File: config.mk
export PLATFORM = sky130hd
export DESIGN_NAME = kbt_store
export DESIGN_NICKNAME = d
export VERILOG_FILES = /design/src/rtl/core/kbt_pkg.sv /design/src/rtl/core/kbt_store.sv
export SDC_FILE = /design/constraint.sdc
export NUM_CORES = 2
export LEC_CHECK = 0
export ABC_CLOCK_PERIOD_IN_PS = 23200
export BUFFER_PORTS_ARGS = -buffer_cell sky130_fd_sc_hd__buf_2
export CAP_MARGIN = 10
export CORE_AREA = 5 5 734 736
export DETAILED_ROUTE_END_ITERATION = 7
export DIE_AREA = 0 0 739 741
export SLEW_MARGIN = 20
export SYNTH_ARGS = -nofsm -noshare
export SYNTH_HDL_FRONTEND = slang
export SYNTH_SLANG_ARGS = --single-unit
File: constraint.sdc
create_clock -name clk -period 23.2 [get_ports clk]
set_input_delay 3.48 -clock clk [delete_from_list [all_inputs] [get_ports clk]]
set_output_delay 3.48 -clock clk [all_outputs]
set_load 0.01 [all_outputs]
File: src/rtl/core/kbt_pkg.sv
package kbt_pkg;

	localparam int DEF_CAPACITY = 16;

	localparam logic [31:0] HDL_LOW  = 32'h0001_0000;
	localparam logic [31:0] HDL_HIGH = 32'h8000_0000;
	localparam logic [31:0] HDL_ALGN = 32'h0000_0003;

	localparam logic [2:0] FN_INSERT   = 3'd0;
	localparam logic [2:0] FN_ERASE    = 3'd1;
	localparam logic [2:0] FN_FIND_INC = 3'd2;
	localparam logic [2:0] FN_FIND_KEY = 3'd3;
	localparam logic [2:0] FN_CLEAR    = 3'd4;

	typedef enum logic [3:0] {
		ST_INSERTED       = 4'd0,
		ST_INVALID        = 4'd1,
		ST_KEY_CONFLICT   = 4'd2,
		ST_HANDLE_CONFLICT = 4'd3,
		ST_FULL           = 4'd4,
		ST_REMOVED        = 4'd5,
		ST_STALE_INC      = 4'd6,
		ST_STALE_GEN      = 4'd7,
		ST_NOT_FOUND      = 4'd8,
		ST_FOUND          = 4'd9,
		ST_CLEARED        = 4'd10
	} status_t;

	typedef enum logic [1:0] {
		S_IDLE,
		S_SCAN,
		S_SHIFT
	} state_t;

	typedef struct packed {
		logic [2:0]  func;
		logic [63:0] player_key;
		logic [31:0] incarnation;
		logic [31:0] gen_tag;
		logic [31:0] game_handle;
		logic [31:0] vehicle_handle;
		logic [31:0] motion_handle;
		logic [31:0] body_handle;
	} req_t;

	typedef struct packed {
		logic [3:0]  status;
		logic [63:0] out_key;
		logic [31:0] out_incarnation;
		logic [31:0] out_gen;
		logic [31:0] out_game_handle;
		logic [31:0] out_vehicle_handle;
		logic [31:0] out_motion_handle;
		logic [31:0] out_body_handle;
		logic [4:0]  occupancy;
	} rsp_t;

	typedef struct packed {
		logic [63:0] key;
		logic [31:0] inc;
		logic [31:0] gen;
		logic [31:0] h0;
		logic [31:0] h1;
		logic [31:0] h2;
		logic [31:0] h3;
	} entry_t;

	typedef struct packed {
		logic key_eq;
		logic inc_eq;
		logic gen_eq;
		logic hdl_eq;
	} cmp_t;

	function automatic logic plausible(input logic [31:0] h);
		return (h >= HDL_LOW) && (h < HDL_HIGH) && ((h & HDL_ALGN) == 32'd0);
	endfunction

	function automatic entry_t to_entry(input req_t r);
		entry_t e;
		e.key = r.player_key;
		e.inc = r.incarnation;
		e.gen = r.gen_tag;
		e.h0  = r.game_handle;
		e.h1  = r.vehicle_handle;
		e.h2  = r.motion_handle;
		e.h3  = r.body_handle;
		return e;
	endfunction

endpackage

File: src/rtl/core/kbt_store.sv
module kbt_store #(
	parameter int CAPACITY = kbt_pkg::DEF_CAPACITY,
	parameter int AW = (CAPACITY > 1) ? $clog2(CAPACITY) : 1
) (
	input  logic             clk,
	input  logic             we,
	input  logic [AW-1:0]    waddr,
	input  kbt_pkg::entry_t  wdata,
	input  logic [AW-1:0]    raddr,
	output kbt_pkg::entry_t  rdata
);
	import kbt_pkg::*;

	entry_t mem_q [CAPACITY];

	// write one entry
	always_ff @(posedge clk) begin
		if (we) begin
			mem_q[waddr] <= wdata;
		end
	end

	// registered read
	always_ff @(posedge clk) begin
		rdata <= mem_q[raddr];
	end

endmodule

== After elaboration in Yosys (flattened, before gate mapping) ==
Memory sizes are Yosys's and may differ from the RTL's. A register that Yosys moved wholly into a read port is not among the register bits.
Index checks and enable logic that the tools add are counted.
Widths: inputs -> output; s select.
Word-level totals
  memories kept: 1
  output and inout bits: 256
  input bits: 266
  register bits: 0
  bits in writable memories: 4096
Operators by class
  muxes and demuxes: 2
Memories
  mem_q: words 16, bits a word 256, rd ports 1, clocked after Yosys merged registers in 1, write ports 1, RTL line kbt_store.sv:14  | entry_t mem_q [CAPACITY];
Operator list (count)
  $mux 1: 2

== Depth between registers and ports, before layout ==
  depth after elaboration: 2
  mapped depth: 8
  mapped depth without buffers: 3

== Worst setup path after synthesis ==
Ideal clock, no wire load.
  kind: input to register
  start point: input waddr[2]
  end point: memory mem_q[0][0] in the netlist's numbering (enable)
  stages on the path: 2
  data arrival time: 21.213 ns
  path slack: 0.796 ns
  cell sequence: or3b_2 -> nor3_1
RTL lines
  start, declared: RTL line kbt_store.sv:7  | input logic [AW-1:0] waddr,
  end, declared: RTL line kbt_store.sv:14
Straight into the memory's write port.

==> results.yml <==
cts:
  buffers_inserted_during_post_cts_setup_optimization: 0
  insertion_delay_to_the_later_sink_of_the_worst_skew_pair_ns: 0.96
  cts-resized-gates: 0
  htreeDepth: 5
  clk_root_buffer_cell: "sky130_fd_sc_hd__clkbuf_16"
  cts-buffers-inserted: 437
  cts_tree: "built"
  clk_pin_slew_worst_paths_ns: 0.06
  postCtsHoldBufs: 0
  clk_path_buf_depth: 4
  clock_sinks: 4352
timing:
  grt_setup_unrepaired: "false"
  final.setup_skew_ns: 0.08937
  fmax_mhz: 121.0
  time_the_final_worst_path_needs_with_i_o_delays_and_setup_ns: 8.268
  final-max-slew-violation-count: 0
  final.period_utilization: 0.3564
  worst_pin_slew_ns: 1.141
  setup-tns-final_ns: 0
  fin_ws_ns: 14.93
  max_slew_margin: 0.2393
  setup_viol_count_final: 0
  report.final.hold_viol_count: 0
synth:
  synth_nets: 6914
  compound_gate_fraction_of_synth_area: 0.02557
  yosysTopAreaCell: "sky130_fd_sc_hd__edfxtp_1"
  synthesized_area_fraction_occupied_by_and_or_nand_nor_cells: 0.008217
  synthDistinctLibCells: 26
  synth_top_cells_by_area: "sky130_fd_sc_hd__edfxtp_1 (78%), sky130_fd_sc_hd__mux4_2 (14%), sky130_fd_sc_hd__dfxtp_1 (3.2%), sky130_fd_sc_hd__a22oi_1 (2.1%), sky130_fd_sc_hd__mux2_2 (0.75%)"
  syn_inst: 6648
  main_combinational_cell_family_by_area_after_synthesis: "multiplexers"
  synth.top_cell.area_share: 0.7752
  synth_area_um2: 158700
  synth_seq_area_share: 0.8076
  post_synth_mux_area_share: 0.1471
  synthesized_area_fraction_occupied_by_adder_cells: 0
  mean_area_per_synthesized_cell_um2: 23.87
  synth-warning-count: 0
  synth.ff_latch_count: 4352
  synthXorXnorAreaFrac: 0
place:
  dpl.hpwl_mm: 214.6
  globalplace.congestion: 0.7157
  port-buffer-count: 521
  place_inst: 14010
  place_worst_setup_slack_ns: 13.61
layout:
  mostFrequentLayoutCells: "sky130_fd_sc_hd__edfxtp_1 (4096), sky130_fd_sc_hd__mux4_2 (968), sky130_fd_sc_hd__buf_2 (517), sky130_fd_sc_hd__a22oi_1 (450), sky130_fd_sc_hd__clkbuf_16 (437)"
  drive_gt1_frac: 0.3161
  fin_nets: 7695
  layout-area-overhead-vs-synth_pct: 16.61
  final_common_cell: "sky130_fd_sc_hd__edfxtp_1"
  final_cell_count_no_fill: 14890
  utilization: 0.3483
critical_path:
  arrival_ns: 9.10
  timing.critical_path.buf_inv: 6
  worstSetupPathType: "in2reg"
  r2r-end: "rdata[14]$_DFF_P_"
  path_cells: "buf_8 > buf_12 > buf_4 > buf_4 > buf_4 > buf_4 > mux4_2 > a22oi_1 > nand2_1"
  critPathMaxFanout: 83
  critPathSlowestCell: "sky130_fd_sc_hd__buf_4"
  worst_setup_path_endpoint: "rdata[118]$_DFF_P_"
  critical-path-top-delay-family: "buffers and inverters"
  timing.critical_path.slowest_cell_delay_ns: 0.96
  r2r_cells: 3
  critical_path_depth: 9
  endpoint_kind: "flop"
  cp_data_required_time_ns: 24.03
  r2r_setup_slack_ns: 21.42
  worst_setup_path_start_kind: "primary input"
  r2r_start: "mem_q[5][14]$_DFFE_PP_"
  cell_with_the_most_instances_on_the_worst_path: "sky130_fd_sc_hd__buf_4"
  cp-startpoint: "raddr[1]"
power:
  power.static_leakage_nw: 58.39
  p_total_mw: 16.85
  power.ir.vdd_worst_v: 0.00007308
  p_per_area_nw_per_um2: 91.05
floorplan:
  initial_utilization: 0.2987
  core_region_area_um2: 531100
  std_cell_rows: 268
  floorplan.io_pins: 522
  die_w_um: 739
  fp.dieArea_um2: 547600
  dieHeight_um: 741
min_path:
  hold_path_class: "reg2reg"
global_route:
  globalRouteOverflowTotal: 0
  grt_start_max_net_pins: 127
  all_layer_gr_usage: 0.1448
  grt_pass1_wl_mm: 577.1
  initial_antenna_violation_count: 148
  via_count_of_the_first_global_routing_pass: 76510
run:
  cap_violations: 0
detailed_routing:
  wire_per_inst_um: 27.45
  wl_mm: 408.7
  drt-pass1-iter-count: 5
  drcViolationCount: 0
  postRouteAntennaNets: 0
  via_per_inst: 4.961
  drt_first_iter_violations: 7796
  num_vias: 73870
run_status:
  run_status: "complete, no violations"
-- worst register-to-register path: cells and delay by family (launching register included) --
family / cells / cell delay, ns
flip-flops: 1 / 0.37
AO/OA/AOI/OAI: 1 / 0.21
multiplexers: 1 / 0.48
AND/OR/NAND/NOR: 1 / 0.41
-- metrics by stage --
| step | cell area [µm²] | hold slack (ns) |
|---|---|---|
| CTS | 184900 | 0.5933 |
| global route | 184900 | 0.6421 |
| floorplan | 158700 | 0.6349 |
| finish | 185000 | 0.5959 |
| global placement | 169900 | 0.6476 |
| detailed placement | 169900 | 0.6550 |
-- power breakdown --
part           switching (mW)  total (mW)  internal, mW  leakage [nW]
Sequential             0.0724        8.86          8.79          39.2
Combinational           0.490       0.793         0.303          11.9
Clock                    3.03        7.19          4.16          7.28
-- routing by layer --
layer | up-vias | track usage | share of wire
met5 | - | 0 | 0.0011
met4 | 78 | 0.03866 | 0.026
li1 | 30080 | - | -
met1 | 40000 | 0.1984 | 0.42
met2 | 3031 | 0.2325 | 0.47
met3 | 678 | 0.03323 | 0.083
-- flip-flops by register name, summed over array words and instances (netlist names) --
| register | flops |
|---|---|
| rdata | 256 |
| mem_q | 4096 |
-- cells by family (layout without fill, tap and decap cells) --
kind of cell           after synthesis  count (layout)
buffers and inverters              353            1520
other                                0              54
muxes                             1109            1109
AOI/OAI and AO/OA                  539             539
and+or+nand+nor                    295             295
DFF                               4352            4352
-- area by class of cell --
class / count / area (µm²)
diodes: 54 / 135.1
clock inverters: 211 / 2668
clock buffers: 614 / 12290
well taps: 7020 / 8783
fillers: 48600 / 346100
flip-flops and latches: 4352 / 128100
repair buffers: 695 / 4118
multi-input cells: 1943 / 28890
-- cells in the mapped netlist (all sizes together) --
| cell | n |
|---|---|
| a221oi | 23 |
| a22oi | 450 |
| and2 | 3 |
| buf | 203 |
| clkbuf | 150 |
| dfxtp | 256 |
| edfxtp | 4096 |
| mux2 | 106 |
| mux2i | 35 |
| mux4 | 968 |
| nand2 | 202 |
| nand2b | 27 |
| nand3 | 1 |
| nand3b | 2 |
| nor2 | 15 |
| nor2b | 39 |
| nor3 | 4 |
| o21ai | 27 |
| o221ai | 33 |
| o22a | 6 |
| or2 | 1 |
| or3b | 1 |
-- worst min-delay path by stage --
stage | from | end | depth (start not counted)
floorplan | mem_q[14][0]$_DFFE_PP_ | rdata[0]$_DFF_P_ | 3
global route | mem_q[14][132]$_DFFE_PP_ | rdata[132]$_DFF_P_ | 3
CTS | mem_q[10][132]$_DFFE_PP_ | rdata[132]$_DFF_P_ | 3
finish | mem_q[10][132]$_DFFE_PP_ | rdata[132]$_DFF_P_ | 3
detailed placement | mem_q[15][251]$_DFFE_PP_ | rdata[251]$_DFF_P_ | 3
global placement | mem_q[15][57]$_DFFE_PP_ | rdata[57]$_DFF_P_ | 3
Power figures use the tool's default switching activity.
