[src/rtl/core/kbt_pkg.sv]
package kbt_pkg;

	localparam int DEF_CAPACITY = 16;

	localparam logic [31:0] HDL_LOW  = 32'h0001_0000;
	localparam logic [31:0] HDL_HIGH = 32'h8000_0000;
	localparam logic [31:0] HDL_ALGN = 32'h0000_0003;

	localparam logic [2:0] FN_INSERT   = 3'd0;
	localparam logic [2:0] FN_ERASE    = 3'd1;
	localparam logic [2:0] FN_FIND_INC = 3'd2;
	localparam logic [2:0] FN_FIND_KEY = 3'd3;
	localparam logic [2:0] FN_CLEAR    = 3'd4;

	typedef enum logic [3:0] {
		ST_INSERTED       = 4'd0,
		ST_INVALID        = 4'd1,
		ST_KEY_CONFLICT   = 4'd2,
		ST_HANDLE_CONFLICT = 4'd3,
		ST_FULL           = 4'd4,
		ST_REMOVED        = 4'd5,
		ST_STALE_INC      = 4'd6,
		ST_STALE_GEN      = 4'd7,
		ST_NOT_FOUND      = 4'd8,
		ST_FOUND          = 4'd9,
		ST_CLEARED        = 4'd10
	} status_t;

	typedef enum logic [1:0] {
		S_IDLE,
		S_SCAN,
		S_SHIFT
	} state_t;

	typedef struct packed {
		logic [2:0]  func;
		logic [63:0] player_key;
		logic [31:0] incarnation;
		logic [31:0] gen_tag;
		logic [31:0] game_handle;
		logic [31:0] vehicle_handle;
		logic [31:0] motion_handle;
		logic [31:0] body_handle;
	} req_t;

	typedef struct packed {
		logic [3:0]  status;
		logic [63:0] out_key;
		logic [31:0] out_incarnation;
		logic [31:0] out_gen;
		logic [31:0] out_game_handle;
		logic [31:0] out_vehicle_handle;
		logic [31:0] out_motion_handle;
		logic [31:0] out_body_handle;
		logic [4:0]  occupancy;
	} rsp_t;

	typedef struct packed {
		logic [63:0] key;
		logic [31:0] inc;
		logic [31:0] gen;
		logic [31:0] h0;
		logic [31:0] h1;
		logic [31:0] h2;
		logic [31:0] h3;
	} entry_t;

	typedef struct packed {
		logic key_eq;
		logic inc_eq;
		logic gen_eq;
		logic hdl_eq;
	} cmp_t;

	function automatic logic plausible(input logic [31:0] h);
		return (h >= HDL_LOW) && (h < HDL_HIGH) && ((h & HDL_ALGN) == 32'd0);
	endfunction

	function automatic entry_t to_entry(input req_t r);
		entry_t e;
		e.key = r.player_key;
		e.inc = r.incarnation;
		e.gen = r.gen_tag;
		e.h0  = r.game_handle;
		e.h1  = r.vehicle_handle;
		e.h2  = r.motion_handle;
		e.h3  = r.body_handle;
		return e;
	endfunction

endpackage

[src/rtl/core/kbt_cmp.sv]
module kbt_cmp (
	input  kbt_pkg::entry_t req_e,
	input  kbt_pkg::entry_t ent,
	output kbt_pkg::cmp_t   res
);
	import kbt_pkg::*;

	// compare the request against one stored entry
	always_comb begin
		res.key_eq = (ent.key == req_e.key);
		res.inc_eq = (ent.inc == req_e.inc);
		res.gen_eq = (ent.gen == req_e.gen);
		res.hdl_eq = (ent.h0 == req_e.h0) || (ent.h1 == req_e.h1) ||
			(ent.h2 == req_e.h2) || (ent.h3 == req_e.h3);
	end

endmodule

[config.mk]
export PLATFORM = sky130hd
export DESIGN_NAME = kbt_cmp
export DESIGN_NICKNAME = d
export VERILOG_FILES = /design/src/rtl/core/kbt_pkg.sv /design/src/rtl/core/kbt_cmp.sv
export SDC_FILE = /design/constraint.sdc
export NUM_CORES = 1
export LEC_CHECK = 0
export BUFFER_PORTS_ARGS = -buffer_cell sky130_fd_sc_hd__buf_2
export CORE_AREA = 3 3 199 201
export DETAILED_ROUTE_END_ITERATION = 16
export DIE_AREA = 0 0 202 204
export GPL_ROUTABILITY_DRIVEN = 0
export PLACE_DENSITY_LB_ADDON = 0.05
export SLEW_MARGIN = 20
export SYNTH_ARGS = -nofsm -noshare
export SYNTH_HDL_FRONTEND = slang
export SYNTH_SLANG_ARGS = --single-unit
[constraint.sdc]
create_clock -name vclk -period 1.27
set_input_delay 0.127 -clock vclk [all_inputs]
set_output_delay 0.127 -clock vclk [all_outputs]
set_load 0.1 [all_outputs]
After elaboration in Yosys (flattened, before gate mapping) --
Cells that the tools add are included.
Word-level totals: flip-flop bits (word level) 0, latch bits 0, bits in writable memories 0, bits in read-only memories 0, bits of input ports 512, word-level logic and storage cells 10, memories 0
Operators by class: add/subtract/negate cells 0, multipliers 0, divide/modulo/power cells 0, order comparisons 0, eq/ne operators 7, shifts and indexed selects 0, muxes and demuxes 0, bitwise logic cells 0, reductions and logical operators 3
Operators with widths (number):
- == test 32 bit | 6
- == test 64 bit | 1
- logical OR 1 bit | 3

Longest topological paths before layout --
Gate-level depths: netlist of run 1.
depth after elaboration 4, depth in mapped cells 5

Worst setup path before layout of run 1 --
No wires, ideal clock.
kind input to output, from input req_e[197] (netlist name), to output res[3] (netlist name), arrival 2.423 ns, path slack -1.280 ns, stages on the path 4, path buffers 0, cells stage by stage xor2_1 nor4_1 nand4_1 nor4_2
RTL lines:
- from (decl) | RTL line kbt_cmp.sv:2 | input kbt_pkg::entry_t req_e,
- to (decl) | RTL line kbt_cmp.sv:4 | output kbt_pkg::cmp_t res

==> results of run 1 <==
-- final cells by class --
class / instances / area, um2 / share of cell area, %
antenna: 3 / 7.51 / 0.116
multi-input combinational: 342 / 3020 / 46.6
tap: 511 / 639 / 9.88
timing repair buffer: 525 / 2810 / 43.4
-- routing by layer --
layer	vias up	GRT usage, %	wire [um]
li1	2243	-	-
met1	1833	8.60	6350
met2	192	19.8	12600
met3	4	1.53	1310
met4	0	0.748	92
met5	-	0	0
-- kinds of logic after synthesis --
kind of cell              Yosys count  share of synthesized area [%]
xor gates and xnor gates          256                           80.6
AOI/OAI and AO/OA                   2                          0.540
and+or+nand+nor                    84                           18.8
-- final timing paths --
kind	slack, ns	depth (start not counted)	end	start
worst max-delay path	-0.39	7	res[3]	req_e[252]
worst min-delay path	0.87	6	res[1]	req_e[143]
-- placed cells by master, fill, tap and decap left out --
master	count
buf_2	497
xor2_1	126
xnor2_1	119
nand4_1	40
nor4_1	26
buf_6	14
nor4_2	12
buf_4	9
xnor2_2	8
buf_12	4
diode_2	3
nor4_4	3
a22oi_2	2
xor2_2	2
nor2_4	2
xnor2_4	1
nand2_2	1
buf_8	1
-- through the flow --
| step | std cells | utilization [%] | cell area [um2] |
|---|---|---|---|
| 5_1_grt | 1381 | 17.1 | 6470 |
| 4_1_cts | 1378 | 16.9 | 6370 |
| 2_1_floorplan | 342 | - | 2810 |
| 6_report | 1381 | 17.1 | 6470 |
| 3_5_place_dp | 1379 | 16.3 | 6160 |
| 3_3_place_gp | 1379 | 16.3 | 6160 |
-- repair_timing --
action                     CTS  global route
gates resized for setup     33            14
setup endpoints to repair    4             4
pin swaps                   34             9
-- power groups by stage --
stage	Clock (mW)	Combinational, mW	Sequential (mW)
2_1_floorplan	0	0.671	0
3_3_place_gp	0	1.71	0
3_5_place_dp	0	1.69	0
4_1_cts	0	1.77	0
5_1_grt	0.000000317	1.98	0
6_report	0.000000317	1.77	0
==> flow_metrics.tcl, run 1 <==
set metrics [dict create \
    status "finished with violations" \
    failed_checks "setup timing" \
    slew_violations 0 \
    ys_warn_count 0 \
    cpPeakStageDelay_ns 0.37 \
    grt_pass1_vias 4711 \
    synth-seq-area-share_pct 0 \
    finalPower_mw 1.77 \
    syn_inst 342 \
    setup_viol_count_final 4 \
    p_per_area_nw_per_um2 274 \
    avgSynthCellArea_um2 8.13 \
    grt_usage_pct 8.91 \
    fp.dieH_um 204 \
    yosysTopAreaCell "xnor2_1" \
    drtAntennaViolNets 0 \
    grt_overflow_total 0 \
    crit_required_ns 1.14 \
    vias 4272 \
    dpl_worst_slack_ns -0.625 \
    criticalPathCategory "input pin to primary output" \
    synthTopCellsByArea "xnor2_1 40%, xor2_1 40%, nand4_1 9.0%, nor4_1 9.0%, a22oi_1 0.54%" \
    max_cap_viol_count 0 \
    drc 0 \
    design.seq.count 0 \
    dieArea_um2 41200 \
    grt_first_pass_wirelength_um 28000 \
    rows 71 \
    crit_fanout 1 \
    p_leak_nw 3.08 \
    viasPerCell 3.09 \
    final.setup.worst_slack_ns -0.390 \
    intPower_mw 1.09 \
    synth_commonest_cells "128 x xnor2_1, 128 x xor2_1, 40 x nand4_1, 40 x nor4_1" \
    cp_slowest_cell "nor4_2" \
    ctsHoldBuffers 0 \
    seq_power_share_pct 0 \
    grt_antenna_before_repair 3 \
    synth_top_area_share_pct 40.3 \
    path_cells "buf_2, xor2_1, nor4_2, buf_4, nand4_1, nor4_4, buf_12" \
    peakVddDrop_v 0.0000883 \
    worstMarginPinSlew_ns 0.363 \
    drtIter0Drc 79 \
    clockPowerShare_pct 0 \
    io_pins 516 \
    hold_class "input pin to primary output" \
    holdWs_ns 0.866 \
    crit_buf_inv 3 \
    min_period_ns 1.66 \
    post-cts-setup-buffers 0 \
    io_buffers 516 \
    fin_nets 1381 \
    swShare_pct 38.5 \
    power_switching_mw 0.683 \
    cp-start-kind "input pin" \
    syn-num-nets 854 \
    max_slew_margin_pct 75.6 \
    period_share_pct 131 \
    start_util_pct 7.37 \
    clock.fmax_mhz 602 \
    drt_first_pass_iters 4 \
    combinationalPowerShare_pct 100.0 \
    ys_types 8 \
    critical_path.top_delay_family "simple AND/OR/NAND/NOR gates" \
    tns_ns -0.989 \
    wl_um 20300 \
    n_clock_buffer 0 \
    arrival_ns 1.53 \
    drive_gt1_share_pct 64.1 \
    hold_viol 0 \
    area_growth_pct 133 \
    dp_hpwl_um 19600 \
    n_fill_cell 4413 \
    seqCellArea_um2 0 \
    fp.dieW_um 202 \
    core_um2 37800 \
    end_kind "primary output" \
    wire_per_inst_um 14.7 \
    grt_max_degree 2 \
    syn_area_um2 2780 \
    rsz0062_at_grt "true" \
]
Note: power is estimated with default switching activity, not from simulation.
==> inputs of run 2 (changes only) <==
- ABC_AREA: unset -> 1
- CAP_MARGIN: unset -> 40
- CORE_AREA: 3 3 199 201 -> 3 3 200 202
- DIE_AREA: 0 0 202 204 -> 0 0 203 205
==> run 2 against run 1 <==
Effect of this change: the run still ends with setup timing left; final cell count rose by 35%; core utilization rose by 2.5 points; design area rose by 17%; combinational power rose by 12%; via count rose by 41%; critical path depth rose by 2; global-route usage rose by 1.7 points; wire length rose by 17%; critical endpoint unchanged.
==> flow_metrics.tcl, run 2 <==
set metrics [dict create \
    synth_top_area_share_pct 27.5 \
    post-cts-setup-buffers 0 \
    p_per_area_nw_per_um2 263 \
    max_slew_margin_pct 85.1 \
    place_inst 1858 \
    drive_gt1_share_pct 43.0 \
    clock.fmax_mhz 726 \
    slew_violations 0 \
    synth_fa_ha_area_share_pct 0 \
    grt_antenna_before_repair 12 \
    n_fill_cell 4565 \
    seqCellArea_um2 0 \
    dp_hpwl_um 22900 \
    rsz0062_at_grt "true" \
    drtAntennaViolNets 0 \
    failed_checks "setup timing" \
    vias 6039 \
    period_share_pct 108 \
    synth_commonest_cells "290 x nand2_1, 175 x nor2_1, 157 x inv_1" \
    crit_required_ns 1.14 \
    intPower_mw 1.10 \
    crit_top_cell "nand2_1" \
    crit_buf_inv 2 \
    grt_usage_pct 10.6 \
    whs_path_depth 7 \
    cp_slowest_cell "nor3_2" \
    drt_first_pass_iters 5 \
    synth_compound_area_share_pct 1.96 \
    peakVddDrop_v 0.0000868 \
    area_growth_pct 90.3 \
    wl_um 23700 \
    yosysTopAreaCell "nand2_1" \
    start_util_pct 10.3 \
    syn_area_um2 3960 \
    combinationalPowerShare_pct 100.0 \
    final_common_cell "buf_2" \
    cp-start-kind "input pin" \
    holdWs_ns 0.796 \
    ys_types 17 \
    syn-num-nets 1334 \
    drc 0 \
    power_switching_mw 0.882 \
    grt_overflow_total 0 \
    hold_viol 0 \
    min_period_ns 1.38 \
    final.setup.worst_slack_ns -0.108 \
    end_kind "primary output" \
    clockPowerShare_pct 0 \
    grt_max_degree 3 \
    synth-seq-area-share_pct 0 \
    core_um2 38500 \
    criticalPathCategory "input pin to primary output" \
    worstMarginPinSlew_ns 0.222 \
    synthSimpleGateAreaFrac_pct 50.0 \
    ys_warn_count 0 \
    seq_power_share_pct 0 \
    yosysMostFrequentCell "nand2_1" \
    rows 72 \
    arrival_ns 1.25 \
    design.seq.count 0 \
    n_clock_buffer 0 \
    synthTopCellsByArea "nand2_1 27%, xnor2_1 19%, nor2_1 17%, inv_1 15%, xor2_1 14%" \
    swShare_pct 44.4 \
    dieArea_um2 41600 \
    grt_first_pass_wirelength_um 34200 \
    max_cap_viol_count 0 \
    hold_class "input pin to primary output" \
    status "finished with violations" \
    crit_fanout 1 \
    drtIter0Drc 164 \
    viasPerCell 3.25 \
    critical_path.top_delay_family "simple AND/OR/NAND/NOR gates" \
    fp.dieH_um 205 \
    min_from "ent[143]" \
    grt_pass1_vias 6260 \
    wire_per_inst_um 12.8 \
    min_to "res[1]" \
    path_cells "buf_6, xnor2_2, nand2_1, nor3_2, nand2_1, nor2_2, nand2_2, nor2_4, buf_12" \
    avgSynthCellArea_um2 4.82 \
    ctsHoldBuffers 0 \
    io_pins 516 \
    fp.dieW_um 203 \
    p_leak_nw 4.51 \
    fin_nets 1852 \
    synth_top_family_by_area "simple AND/OR/NAND/NOR gates" \
    cpPeakStageDelay_ns 0.18 \
    stdcell_count 1860 \
    synth.area.mux_share_pct 0 \
    syn_inst 822 \
    io_buffers 516 \
    setup_viol_count_final 4 \
    synth_xor_area_share_pct 33.2 \
    layout_common_cells "499 x buf_2, 280 x nand2_1, 156 x inv_1, 148 x nor2_1, 80 x xnor2_1" \
]
run 2: through the flow:
stage               setup TNS, ns  total power [mW]  instance area (um2)  util [%]  worst slack, ns
floorplan                  -0.144             0.850                 3990         -          -0.0707
CTS                        -0.388              1.97                 7340      19.1           -0.152
global route               -0.603              2.28                 7540      19.6           -0.216
global placement           -0.699              1.92                 7290      19.0           -0.264
detailed placement         -0.694              1.94                 7290      19.0           -0.259
finish                     -0.223              1.99                 7540      19.6           -0.108
run 2: layer usage:
layer / wire length [um] / GRT usage, % / vias to the layer above / part of all wire (%)
met4: 64 / 0.594 / 14 / 0.27
met1: 8670 / 11.2 / 2383 / 37
met3: 2000 / 2.84 / 16 / 8.4
met2: 12900 / 21.6 / 224 / 54
met5: 101 / 0 / - / 0.43
li1: - / - / 3402 / -
run 2: logic make-up (layout without fill, tap and decap cells):
kind of cell           Yosys count  in the layout
AO/OA/AOI/OAI                   11             11
XOR/XNOR                       150            150
buffers and inverters          157            673
other                            0              4
AND/OR/NAND/NOR                504            504
run 2: final cells by class:
type               instances  area (um2)  share of cell area, %
multi-input cells        665        3580                   47.4
diodes                     4        10.0                  0.133
inverters                157         589                   7.81
well taps                518         648                   8.59
repair buffers           516        2720                   36.0
run 2: how the worst max path moves through the flow:
stage	startpoint	to	slack (ns)	cells past startpoint
final	ent[243]	res[3]	-0.11	9
after global placement	req_e[1]	res[0]	-0.26	12
after floorplan	req_e[133]	res[1]	-0.07	6
after detailed placement	req_e[1]	res[0]	-0.26	12
after CTS	req_e[243]	res[3]	-0.15	10
after global routing	req_e[204]	res[3]	-0.22	9
run 2: what timing repair did:
| action | in CTS | in global routing |
|---|---|---|
| setup endpoints to repair | 4 | 4 |
| pin swaps | 16 | 51 |
| gates resized for setup | 14 | 49 |
run 2: power groups by stage:
stage | Clock, mW | Sequential (mW) | Combinational (mW)
CTS | 0 | 0 | 1.97
finish | 0.000000422 | 0 | 1.99
detailed placement | 0 | 0 | 1.94
floorplan | 0 | 0 | 0.850
global route | 0.000000316 | 0 | 2.28
global placement | 0 | 0 | 1.92
